File: config.mk
export PLATFORM = sky130hd
export DESIGN_NAME = state_variable_filter
export DESIGN_NICKNAME = d
export VERILOG_FILES = /design/src/svf_pkg.sv /design/src/svf_smul.sv /design/src/svf_dp.sv /design/src/svf_ctrl.sv /design/src/state_variable_filter.sv
export SDC_FILE = /design/constraint.sdc
export NUM_CORES = 2
export LEC_CHECK = 0
export BUFFER_PORTS_ARGS = -buffer_cell sky130_fd_sc_hd__buf_4
export CAP_MARGIN = 5
export CORE_MARGIN = 1
export CORE_UTILIZATION = 31
export DETAILED_ROUTE_END_ITERATION = 12
export HOLD_SLACK_MARGIN = 0.15
export PLACE_DENSITY = 0.48
export RECOVER_POWER = 50
export SLEW_MARGIN = 15
export SYNTH_ARGS = -nofsm -noshare
export SYNTH_HDL_FRONTEND = slang
export SYNTH_HIERARCHICAL = 1
export SYNTH_SLANG_ARGS = --single-unit
File: constraint.sdc
create_clock -name clk_i -period 10.5 [get_ports clk_i]
set_input_delay 0.525 -clock clk_i [delete_from_list [all_inputs] [get_ports clk_i]]
set_output_delay 0.525 -clock clk_i [all_outputs]
set_load 0.005 [all_outputs]
File: src/svf_pkg.sv
// Shared types, widths and reset constants for the state variable filter.
package svf_pkg;

  localparam int IW             = 32;
  localparam int CW             = 32;
  localparam int EXTRA_BITS     = 8;
  localparam int SAMPLE_W_DEF   = 24;
  localparam int COEF_FRAC_DEF  = 30;

  localparam int A_W            = 31;
  localparam int K_W            = 32;
  localparam int MODE_W         = 3;
  localparam int CFG_IDX_W      = 3;
  localparam int CFG_DATA_W     = 32;

  localparam logic [A_W-1:0]    A1_RST   = 31'd945713144;
  localparam logic [A_W-1:0]    A2_RST   = 31'd61984968;
  localparam logic [A_W-1:0]    A3_RST   = 31'd4062666;
  localparam logic [K_W-1:0]    K_RST    = 32'h8000_0000;

  typedef enum logic [CFG_IDX_W-1:0] {
    CFG_A1   = 3'd0,
    CFG_A2   = 3'd1,
    CFG_A3   = 3'd2,
    CFG_K    = 3'd3,
    CFG_MODE = 3'd4
  } cfg_idx_e;

  typedef enum logic [MODE_W-1:0] {
    MODE_LOW     = 3'd0,
    MODE_HIGH    = 3'd1,
    MODE_BAND    = 3'd2,
    MODE_NOTCH   = 3'd3,
    MODE_PEAK    = 3'd4,
    MODE_ALLPASS = 3'd5
  } mode_e;

  localparam logic [MODE_W-1:0] MODE_RST = MODE_LOW;

  typedef enum logic [1:0] {
    RND_1 = 2'd0,
    RND_2 = 2'd1,
    RND_3 = 2'd2
  } rnd_e;

  typedef enum logic [2:0] {
    ST_IDLE,
    ST_RUN1,
    ST_WAIT1,
    ST_RUN2,
    ST_WAIT2,
    ST_UPD,
    ST_WAIT3,
    ST_OUT
  } st_e;

  typedef struct packed {
    logic ld_in;
    logic mul_start;
    rnd_e rnd;
    logic ld_v1;
    logic ld_v2;
    logic upd;
    logic ld_high;
    logic ld_out;
  } svf_ctl_t;

endpackage

File: src/svf_smul.sv
// Bit-serial shift-add multiplier: unsigned coefficient times signed value, rounded.
module svf_smul import svf_pkg::*; #(
  parameter int  FRAC = COEF_FRAC_DEF,
  localparam int PW   = IW + CW - FRAC + 1
) (
  input  logic                 clk_i,
  input  logic                 rst_ni,
  input  logic                 start_i,
  input  logic [CW-1:0]        coef_i,
  input  logic signed [IW-1:0] x_i,
  output logic                 done_o,
  output logic signed [PW-1:0] prod_o
);

  localparam int CNT_W = $clog2(CW + 1);

  logic                 busy_q;
  logic                 fin_q;
  logic                 done_q;
  logic [CNT_W-1:0]     cnt_q;
  logic [IW-1:0]        m_q;
  logic [IW-1:0]        hi_q;
  logic [CW-1:0]        c_q;
  logic [CW-1:0]        lo_q;
  logic                 neg_q;
  logic signed [PW-1:0] prod_q;
  logic [IW:0]          sum;
  logic [IW+CW-1:0]     p;
  logic signed [PW-1:0] mag;

  assign sum = {1'b0, hi_q} + (c_q[0] ? {1'b0, m_q} : '0);
  assign p   = {hi_q, lo_q};
  // round half away from zero on the magnitude
  assign mag = PW'(p[IW+CW-1:FRAC]) + PW'(p[FRAC-1]);

  always_ff @(posedge clk_i or negedge rst_ni) begin
    if (!rst_ni) begin
      busy_q <= 1'b0;
      fin_q  <= 1'b0;
      done_q <= 1'b0;
      cnt_q  <= '0;
    end else begin
      done_q <= fin_q;
      fin_q  <= busy_q && (cnt_q == CNT_W'(1));
      if (start_i) begin
        busy_q <= 1'b1;
        cnt_q  <= CNT_W'(CW);
      end else if (busy_q) begin
        cnt_q <= cnt_q - CNT_W'(1);
        if (cnt_q == CNT_W'(1)) begin
          busy_q <= 1'b0;
        end
      end
    end
  end

  always_ff @(posedge clk_i) begin
    if (start_i) begin
      m_q   <= x_i[IW-1] ? IW'(-x_i) : IW'(x_i);
      neg_q <= x_i[IW-1];
      c_q   <= coef_i;
      hi_q  <= '0;
      lo_q  <= '0;
    end else if (busy_q) begin
      hi_q <= sum[IW:1];
      lo_q <= {sum[0], lo_q[CW-1:1]};
      c_q  <= c_q >> 1;
    end
    if (fin_q) begin
      prod_q <= neg_q ? -mag : mag;
    end
  end

  assign done_o = done_q;
  assign prod_o = prod_q;

endmodule

File: src/svf_dp.sv
// Filter datapath: integrators, intermediate values, two serial multipliers, output stage.
module svf_dp import svf_pkg::*; #(
  parameter int SAMPLE_WIDTH   = SAMPLE_W_DEF,
  parameter int COEF_FRAC_BITS = COEF_FRAC_DEF
) (
  input  logic                          clk_i,
  input  logic                          rst_ni,
  input  svf_ctl_t                      ctl_i,
  input  logic [A_W-1:0]                a1_i,
  input  logic [A_W-1:0]                a2_i,
  input  logic [A_W-1:0]                a3_i,
  input  logic [K_W-1:0]                k_i,
  input  logic [MODE_W-1:0]             mode_i,
  input  logic signed [SAMPLE_WIDTH-1:0] sample_in_i,
  output logic                          mul_done_o,
  output logic signed [SAMPLE_WIDTH-1:0] sample_out_o
);

  localparam int SW  = SAMPLE_WIDTH;
  localparam int VW  = SW + EXTRA_BITS;
  localparam int PW  = IW + CW - COEF_FRAC_BITS + 1;
  localparam int MW1 = (VW > PW) ? VW : PW;
  localparam int MW2 = (MW1 > IW) ? MW1 : IW;
  localparam int AW  = MW2 + 3;

  localparam logic signed [AW-1:0] IW_MAX = {{(AW-IW+1){1'b0}}, {(IW-1){1'b1}}};
  localparam logic signed [AW-1:0] IW_MIN = ~IW_MAX;
  localparam logic signed [AW-1:0] SW_MAX = {{(AW-SW+1){1'b0}}, {(SW-1){1'b1}}};
  localparam logic signed [AW-1:0] SW_MIN = ~SW_MAX;
  localparam logic signed [AW-1:0] HALF   = {{(AW-EXTRA_BITS+1){1'b0}},
                                             {(EXTRA_BITS-1){1'b0}}} | (AW'(1) << (EXTRA_BITS-1));

  function automatic logic signed [IW-1:0] sat_iw(input logic signed [AW-1:0] x);
    logic signed [AW-1:0] r;
    r = x;
    if (x > IW_MAX) r = IW_MAX;
    if (x < IW_MIN) r = IW_MIN;
    return r[IW-1:0];
  endfunction

  function automatic logic signed [SW-1:0] sat_sw(input logic signed [AW-1:0] x);
    logic signed [AW-1:0] r;
    r = x;
    if (x > SW_MAX) r = SW_MAX;
    if (x < SW_MIN) r = SW_MIN;
    return r[SW-1:0];
  endfunction

  logic signed [VW-1:0] v0_in;
  logic signed [VW-1:0] v0_q;
  logic signed [IW-1:0] v3_q;
  logic signed [IW-1:0] v1_q;
  logic signed [IW-1:0] v2_q;
  logic signed [IW-1:0] ic1_q;
  logic signed [IW-1:0] ic2_q;
  logic signed [PW-1:0] kb_q;
  logic signed [AW-1:0] high_q;
  logic signed [SW-1:0] out_q;

  logic [CW-1:0]        coef_a;
  logic [CW-1:0]        coef_b;
  logic signed [IW-1:0] x_a;
  logic signed [IW-1:0] x_b;
  logic                 done_a;
  logic                 done_b;
  logic signed [PW-1:0] prod_a;
  logic signed [PW-1:0] prod_b;
  logic signed [AW-1:0] res;
  logic signed [AW-1:0] res_rnd;

  assign v0_in = {sample_in_i, {EXTRA_BITS{1'b0}}};

  always_comb begin
    case (ctl_i.rnd)
      RND_1: begin
        coef_a = CW'(a1_i);
        x_a    = ic1_q;
        coef_b = CW'(a2_i);
        x_b    = v3_q;
      end
      RND_2: begin
        coef_a = CW'(a2_i);
        x_a    = ic1_q;
        coef_b = CW'(a3_i);
        x_b    = v3_q;
      end
      default: begin
        coef_a = CW'(k_i);
        x_a    = v1_q;
        coef_b = CW'(a3_i);
        x_b    = v3_q;
      end
    endcase
  end

  svf_smul #(.FRAC(COEF_FRAC_BITS)) u_mul_a (
    .clk_i   (clk_i),
    .rst_ni  (rst_ni),
    .start_i (ctl_i.mul_start),
    .coef_i  (coef_a),
    .x_i     (x_a),
    .done_o  (done_a),
    .prod_o  (prod_a)
  );

  svf_smul #(.FRAC(COEF_FRAC_BITS)) u_mul_b (
    .clk_i   (clk_i),
    .rst_ni  (rst_ni),
    .start_i (ctl_i.mul_start),
    .coef_i  (coef_b),
    .x_i     (x_b),
    .done_o  (done_b),
    .prod_o  (prod_b)
  );

  assign mul_done_o = done_a & done_b;

  always_comb begin
    case (mode_i)
      MODE_HIGH:    res = high_q;
      MODE_BAND:    res = AW'(v1_q);
      MODE_NOTCH:   res = AW'(v2_q) + high_q;
      MODE_PEAK:    res = AW'(v2_q) - high_q;
      MODE_ALLPASS: res = AW'(v0_q) - (AW'(kb_q) <<< 1);
      default:      res = AW'(v2_q);
    endcase
  end

  // round to nearest, ties toward plus infinity
  assign res_rnd = (res + HALF) >>> EXTRA_BITS;

  always_ff @(posedge clk_i or negedge rst_ni) begin
    if (!rst_ni) begin
      ic1_q <= '0;
      ic2_q <= '0;
    end else if (ctl_i.upd) begin
      ic1_q <= sat_iw((AW'(v1_q) <<< 1) - AW'(ic1_q));
      ic2_q <= sat_iw((AW'(v2_q) <<< 1) - AW'(ic2_q));
    end
  end

  always_ff @(posedge clk_i) begin
    if (ctl_i.ld_in) begin
      v0_q <= v0_in;
      v3_q <= sat_iw(AW'(v0_in) - AW'(ic2_q));
    end
    if (ctl_i.ld_v1) begin
      v1_q <= sat_iw(AW'(prod_a) + AW'(prod_b));
    end
    if (ctl_i.ld_v2) begin
      v2_q <= sat_iw(AW'(ic2_q) + AW'(prod_a) + AW'(prod_b));
    end
    if (ctl_i.ld_high) begin
      kb_q   <= prod_a;
      high_q <= AW'(v0_q) - AW'(prod_a) - AW'(v2_q);
    end
    if (ctl_i.ld_out) begin
      out_q <= sat_sw(res_rnd);
    end
  end

  assign sample_out_o = out_q;

endmodule

File: src/svf_ctrl.sv
// Sequencer for the multiply rounds and the input and output handshakes.
module svf_ctrl import svf_pkg::*; (
  input  logic     clk_i,
  input  logic     rst_ni,
  input  logic     in_valid_i,
  input  logic     out_stall_i,
  input  logic     mul_done_i,
  output logic     in_stall_o,
  output logic     out_valid_o,
  output svf_ctl_t ctl_o
);

  st_e  state_q, state_d;
  logic out_valid_q, out_valid_d;

  always_ff @(posedge clk_i or negedge rst_ni) begin
    if (!rst_ni) begin
      state_q     <= ST_IDLE;
      out_valid_q <= 1'b0;
    end else begin
      state_q     <= state_d;
      out_valid_q <= out_valid_d;
    end
  end

  always_comb begin
    state_d = state_q;
    ctl_o   = '0;
    ctl_o.rnd = RND_1;
    case (state_q)
      ST_IDLE: begin
        if (in_valid_i) begin
          ctl_o.ld_in = 1'b1;
          state_d     = ST_RUN1;
        end
      end
      ST_RUN1: begin
        ctl_o.mul_start = 1'b1;
        ctl_o.rnd       = RND_1;
        state_d         = ST_WAIT1;
      end
      ST_WAIT1: begin
        if (mul_done_i) begin
          ctl_o.ld_v1 = 1'b1;
          state_d     = ST_RUN2;
        end
      end
      ST_RUN2: begin
        ctl_o.mul_start = 1'b1;
        ctl_o.rnd       = RND_2;
        state_d         = ST_WAIT2;
      end
      ST_WAIT2: begin
        if (mul_done_i) begin
          ctl_o.ld_v2 = 1'b1;
          state_d     = ST_UPD;
        end
      end
      ST_UPD: begin
        ctl_o.mul_start = 1'b1;
        ctl_o.rnd       = RND_3;
        ctl_o.upd       = 1'b1;
        state_d         = ST_WAIT3;
      end
      ST_WAIT3: begin
        if (mul_done_i) begin
          ctl_o.ld_high = 1'b1;
          state_d       = ST_OUT;
        end
      end
      ST_OUT: begin
        if (!out_valid_q || !out_stall_i) begin
          ctl_o.ld_out = 1'b1;
          state_d      = ST_IDLE;
        end
      end
      default: state_d = ST_IDLE;
    endcase
  end

  always_comb begin
    out_valid_d = out_valid_q;
    if (ctl_o.ld_out) begin
      out_valid_d = 1'b1;
    end else if (!out_stall_i) begin
      out_valid_d = 1'b0;
    end
  end

  assign in_stall_o  = (state_q != ST_IDLE);
  assign out_valid_o = out_valid_q;

endmodule

File: src/state_variable_filter.sv
// Top level of the trapezoidal state variable filter.
// One signed sample per transaction, one filtered sample back. The filter takes no new
// sample until the last one has reached the output register: it runs three rounds of
// bit-serial multiplication (one coefficient bit per cycle over 32 bits, plus load and
// rounding), two multipliers working side by side in every round. A finished result
// sits in an output register, so the next sample is taken while it waits. The user must
// write coefficients, damping and mode through the configuration port only while the
// filter is idle; the block itself does not enforce it.
module state_variable_filter import svf_pkg::*; #(
  parameter int SAMPLE_WIDTH   = SAMPLE_W_DEF,
  parameter int COEF_FRAC_BITS = COEF_FRAC_DEF
) (
  input  logic                           clk_i,
  input  logic                           rst_ni,
  input  logic                           cfg_we_i,
  input  logic [CFG_IDX_W-1:0]           cfg_idx_i,
  input  logic [CFG_DATA_W-1:0]          cfg_data_i,
  input  logic                           in_valid_i,
  output logic                           in_stall_o,
  input  logic signed [SAMPLE_WIDTH-1:0] sample_in_i,
  output logic                           out_valid_o,
  input  logic                           out_stall_i,
  output logic signed [SAMPLE_WIDTH-1:0] sample_out_o
);

  logic [A_W-1:0]    a1_q;
  logic [A_W-1:0]    a2_q;
  logic [A_W-1:0]    a3_q;
  logic [K_W-1:0]    k_q;
  logic [MODE_W-1:0] mode_q;
  svf_ctl_t          ctl;
  logic              mul_done;

  always_ff @(posedge clk_i or negedge rst_ni) begin
    if (!rst_ni) begin
      a1_q   <= A1_RST;
      a2_q   <= A2_RST;
      a3_q   <= A3_RST;
      k_q    <= K_RST;
      mode_q <= MODE_RST;
    end else if (cfg_we_i) begin
      case (cfg_idx_i)
        CFG_A1:   a1_q   <= cfg_data_i[A_W-1:0];
        CFG_A2:   a2_q   <= cfg_data_i[A_W-1:0];
        CFG_A3:   a3_q   <= cfg_data_i[A_W-1:0];
        CFG_K:    k_q    <= cfg_data_i[K_W-1:0];
        CFG_MODE: mode_q <= cfg_data_i[MODE_W-1:0];
        default: ;
      endcase
    end
  end

  svf_ctrl u_ctrl (
    .clk_i       (clk_i),
    .rst_ni      (rst_ni),
    .in_valid_i  (in_valid_i),
    .out_stall_i (out_stall_i),
    .mul_done_i  (mul_done),
    .in_stall_o  (in_stall_o),
    .out_valid_o (out_valid_o),
    .ctl_o       (ctl)
  );

  svf_dp #(
    .SAMPLE_WIDTH   (SAMPLE_WIDTH),
    .COEF_FRAC_BITS (COEF_FRAC_BITS)
  ) u_dp (
    .clk_i        (clk_i),
    .rst_ni       (rst_ni),
    .ctl_i        (ctl),
    .a1_i         (a1_q),
    .a2_i         (a2_q),
    .a3_i         (a3_q),
    .k_i          (k_q),
    .mode_i       (mode_q),
    .sample_in_i  (sample_in_i),
    .mul_done_o   (mul_done),
    .sample_out_o (sample_out_o)
  );

endmodule

==> metrics <==
status finished with violations; violations in the final reports max-capacitance violations, max-slew violations; First-pass DRT Iterations 6; combined flip-flop and latch cell area 19310 µm²; remaining antenna violation count 0; post-route design area between 50000 and 60000 µm²; Hold Violations, Final 0; final setup TNS 0 ps; number of synthesized flops with an enable pin ~420; worst ir drop on vdd roughly 0.14 mV; critical path peak fanout 23; die area 171700 µm²; Routed WL around 160000 µm; Post-Synthesis Cell Area between 50000 and 60000 µm²; number of inserted filler cells in the final layout 16920; Die X just over 400 µm; Syn Inst Count about 5400; fraction of the core area covered by cells at the end of the flow around a third; Syn Area/Cell around 9.7 µm²; max cap viols 19; Mapped Nets 5900; insertion delay to the later sink of the worst-skew pair ~760 ps; setup repair after global routing missed its margin false; prevailing post-synth register cell edfxtp_1; CTS root buffer clkbuf_16; yosys warns 6; mean routed wirelength per cell about 21 µm; via count 41220; share of synthesized flip-flops with an asynchronous set or reset between 30 and 40%; violation count after the first detailed-route iteration 2826; most frequent cells in the layout edfxtp_1 (416), nand2_1 (414), ha_1 (344); detailed placer's ending HPWL between 100000 and 150000 µm; Static Leak 0.02280 µW; y dimension of the die around 410 µm; Yosys reg bits 700; synth-to-layout area growth 11.85%; wire length of the first global-routing pass ~250000 µm; number of antenna violations at the first check in global routing 10; Post-CTS Repair Setup Buffers 0; aggregate global-route resource usage 18.73%; transition time at the pin with the least slew margin about 3900 ps; startpoint-to-endpoint class of the critical path reg -> reg; leading cell type in the layout, fill and taps excluded edfxtp_1; max-slew violation total from the final report 765; clock tree from TritonCTS yes; Rows 150; Via-to-Cell Ratio approximately 5.3; number of port buffers just under 90; class of the most critical hold timing path in -> reg; Pwr per Cell Area approximately 170 nW/µm²; proportion of synthesized chip area in sequential cells a little over a third; Initial Util roughly a third; Max-Slew Margin vs Limit -163.3%; largest net degree at the start of global routing approximately 140; final period demand of the worst path 7163 ps; H-Tree Level Count 3; total global routing overflow 0; standard cell core area around 170000 µm²; Final Setup Violations 0; nature of the critical path startpoint flip-flop; area of the multi-input gates between 30000 and 40000 µm²; clock transition at the registers of the reported paths 60 ps; via count of the first global-routing pass roughly 40000; maximum frequency from static timing analysis ~140 MHz; area of placed instances roughly 56000 µm²; layout cells sized above 1 11.54%; count of unique library cells instantiated by Yosys between 100 and 150; share of the cycle needed by the critical path after routing approximately two thirds; Final nets 5955; Total Power Consumption between 10000 and 15000 µW; Worst Path Arrival between 7000 and 8000 ps; Bufs on Longest Clock Path 3; number of placed I/O pins 90; # DRC 0; # clock sinks 700; CP Data Required Time approximately 11000 ps; number of clock buffers inserted by TritonCTS 90; category of the worst setup path capture point flip-flop; final weighted congestion in routability-driven placement approximately 0.9; final worst clock skew approximately 90 ps
-- power by group --
part | total [µW] | internal (µW) | switching (µW)
combinational | 3370 | 1480 | 1890
sequential | 3760 | 3320 | 439
clock | 3180 | 1830 | 1350
total | 10300 | 6630 | 3680
-- cell families after synthesis --
| group | share of synthesized area, % |
|---|---|
| compound gates | 18.34 |
| buf+inv | 4.174 |
| fa+ha+maj | 11.37 |
| flops | 36.62 |
| simple gates | 14.75 |
| mux | 6.300 |
| other cells | 0.007112 |
| xor+xnor | 8.436 |
-- routing by layer --
| layer | GRT usage, % | vias up | routed length, µm |
|---|---|---|---|
| met5 | 0 | - | 41 |
| met4 | 6.042 | 6 | 5201 |
| met3 | 2.209 | 174 | 6763 |
| met2 | 29.82 | 891 | 73500 |
| met1 | 26.26 | 20070 | 78890 |
| li1 | - | 20080 | - |
-- final timing paths --
check | startpoint | end | slack, ps | depth (start not counted)
min in group asynchronous | rst_ni | u_dp/ic2_q[29] | 1200 | 2
worst max-delay path | u_dp/high_q[7] | u_dp/sample_out_o[18] | 3340 | 20
worst min-delay path | in_valid_i | u_ctrl/state_q[0] | 220 | 4
worst min register to register | a3_q[2] | a3_q[2] | 480 | 1
worst max register to register | u_dp/high_q[7] | u_dp/sample_out_o[18] | 3340 | 20
max in group asynchronous | rst_ni | k_q[7] | 3470 | 4
-- layout make-up --
| cell class | instances | share of cell area [%] |
|---|---|---|
| diodes | 2 | 0.008486 |
| clock buffers | 125 | 4.298 |
| clock inverters | 45 | 0.8932 |
| inverters | 291 | 1.852 |
| multi-input cells | 4193 | 52.99 |
| flip-flops and latches | 700 | 32.74 |
| well taps | 2204 | 4.676 |
| repair buffers | 202 | 2.535 |
-- critical path, stage by stage (launching register included) --
cell	delay, ps
edfxtp_1	470
or4_1	530
nor3_1	640
nand2_1	150
o41ai_1	340
xor2_1	200
ha_1	340
a21oi_1	450
o21bai_1	140
a2111oi_0	480
o21ai_0	230
and2_1	230
o31ai_1	410
nand4b_1	140
o311a_1	200
and2b_1	240
nand4_2	160
nor3_1	340
mux2i_4	170
a41oi_4	800
o21ai_0	220
-- synthesized netlist by cell type (35+ instances only) --
| library cell | instances | area share, % |
|---|---|---|
| a211oi_1 | 47 | 0.67 |
| a21o_1 | 149 | 2.1 |
| a21oi_1 | 329 | 3.1 |
| a311oi_1 | 57 | 0.95 |
| a31oi_1 | 45 | 0.53 |
| and2_1 | 96 | 1.1 |
| and3_1 | 46 | 0.55 |
| clkbuf_1 | 165 | 1.2 |
| dfrtp_1 | 166 | 7.9 |
| dfstp_2 | 48 | 2.4 |
| dfxtp_1 | 70 | 2.7 |
| edfxtp_1 | 416 | 24 |
| fa_1 | 69 | 2.6 |
| ha_1 | 344 | 8.2 |
| inv_1 | 289 | 2.1 |
| mux2_2 | 218 | 4.7 |
| mux2i_1 | 75 | 1.4 |
| nand2_1 | 414 | 2.9 |
| nand2b_1 | 69 | 0.82 |
| nand3_1 | 115 | 1.1 |
| nand4_1 | 53 | 0.63 |
| nor2_1 | 337 | 2.4 |
| nor2b_1 | 45 | 0.53 |
| nor3_1 | 106 | 1.0 |
| nor4_1 | 40 | 0.47 |
| o21a_1 | 73 | 1.0 |
| o21ai_0 | 318 | 3.0 |
| o21bai_1 | 35 | 0.50 |
| o31ai_1 | 55 | 0.78 |
| xnor2_1 | 338 | 5.6 |
| xor2_1 | 168 | 2.8 |
-- registers in the layout, summed over array words and instances, names as in the netlist, 35 cells and up --
name,cells
u_dp/u_mul_a/prod_o,35
u_dp/kb_q,35
u_dp/u_mul_b/prod_o,35
u_dp/high_q,37
-- per-stage QoR --
step | hold slack, ps | setup WS (ps) | instances
after detailed placement | 455.4 | 3330 | 7532
after global placement | 454.4 | 3464 | 7532
final | 223.5 | 3337 | 7762
after floorplan | 229.4 | 3274 | 5423
after global routing | 222.7 | 2055 | 7762
after CTS | 169.3 | 3341 | 7760
-- repair_timing --
item,CTS,global route
endpoints found under the hold margin,181,0
hold buffers,58,0
gates resized for setup,0,0
Power figures use the tool's default switching activity.
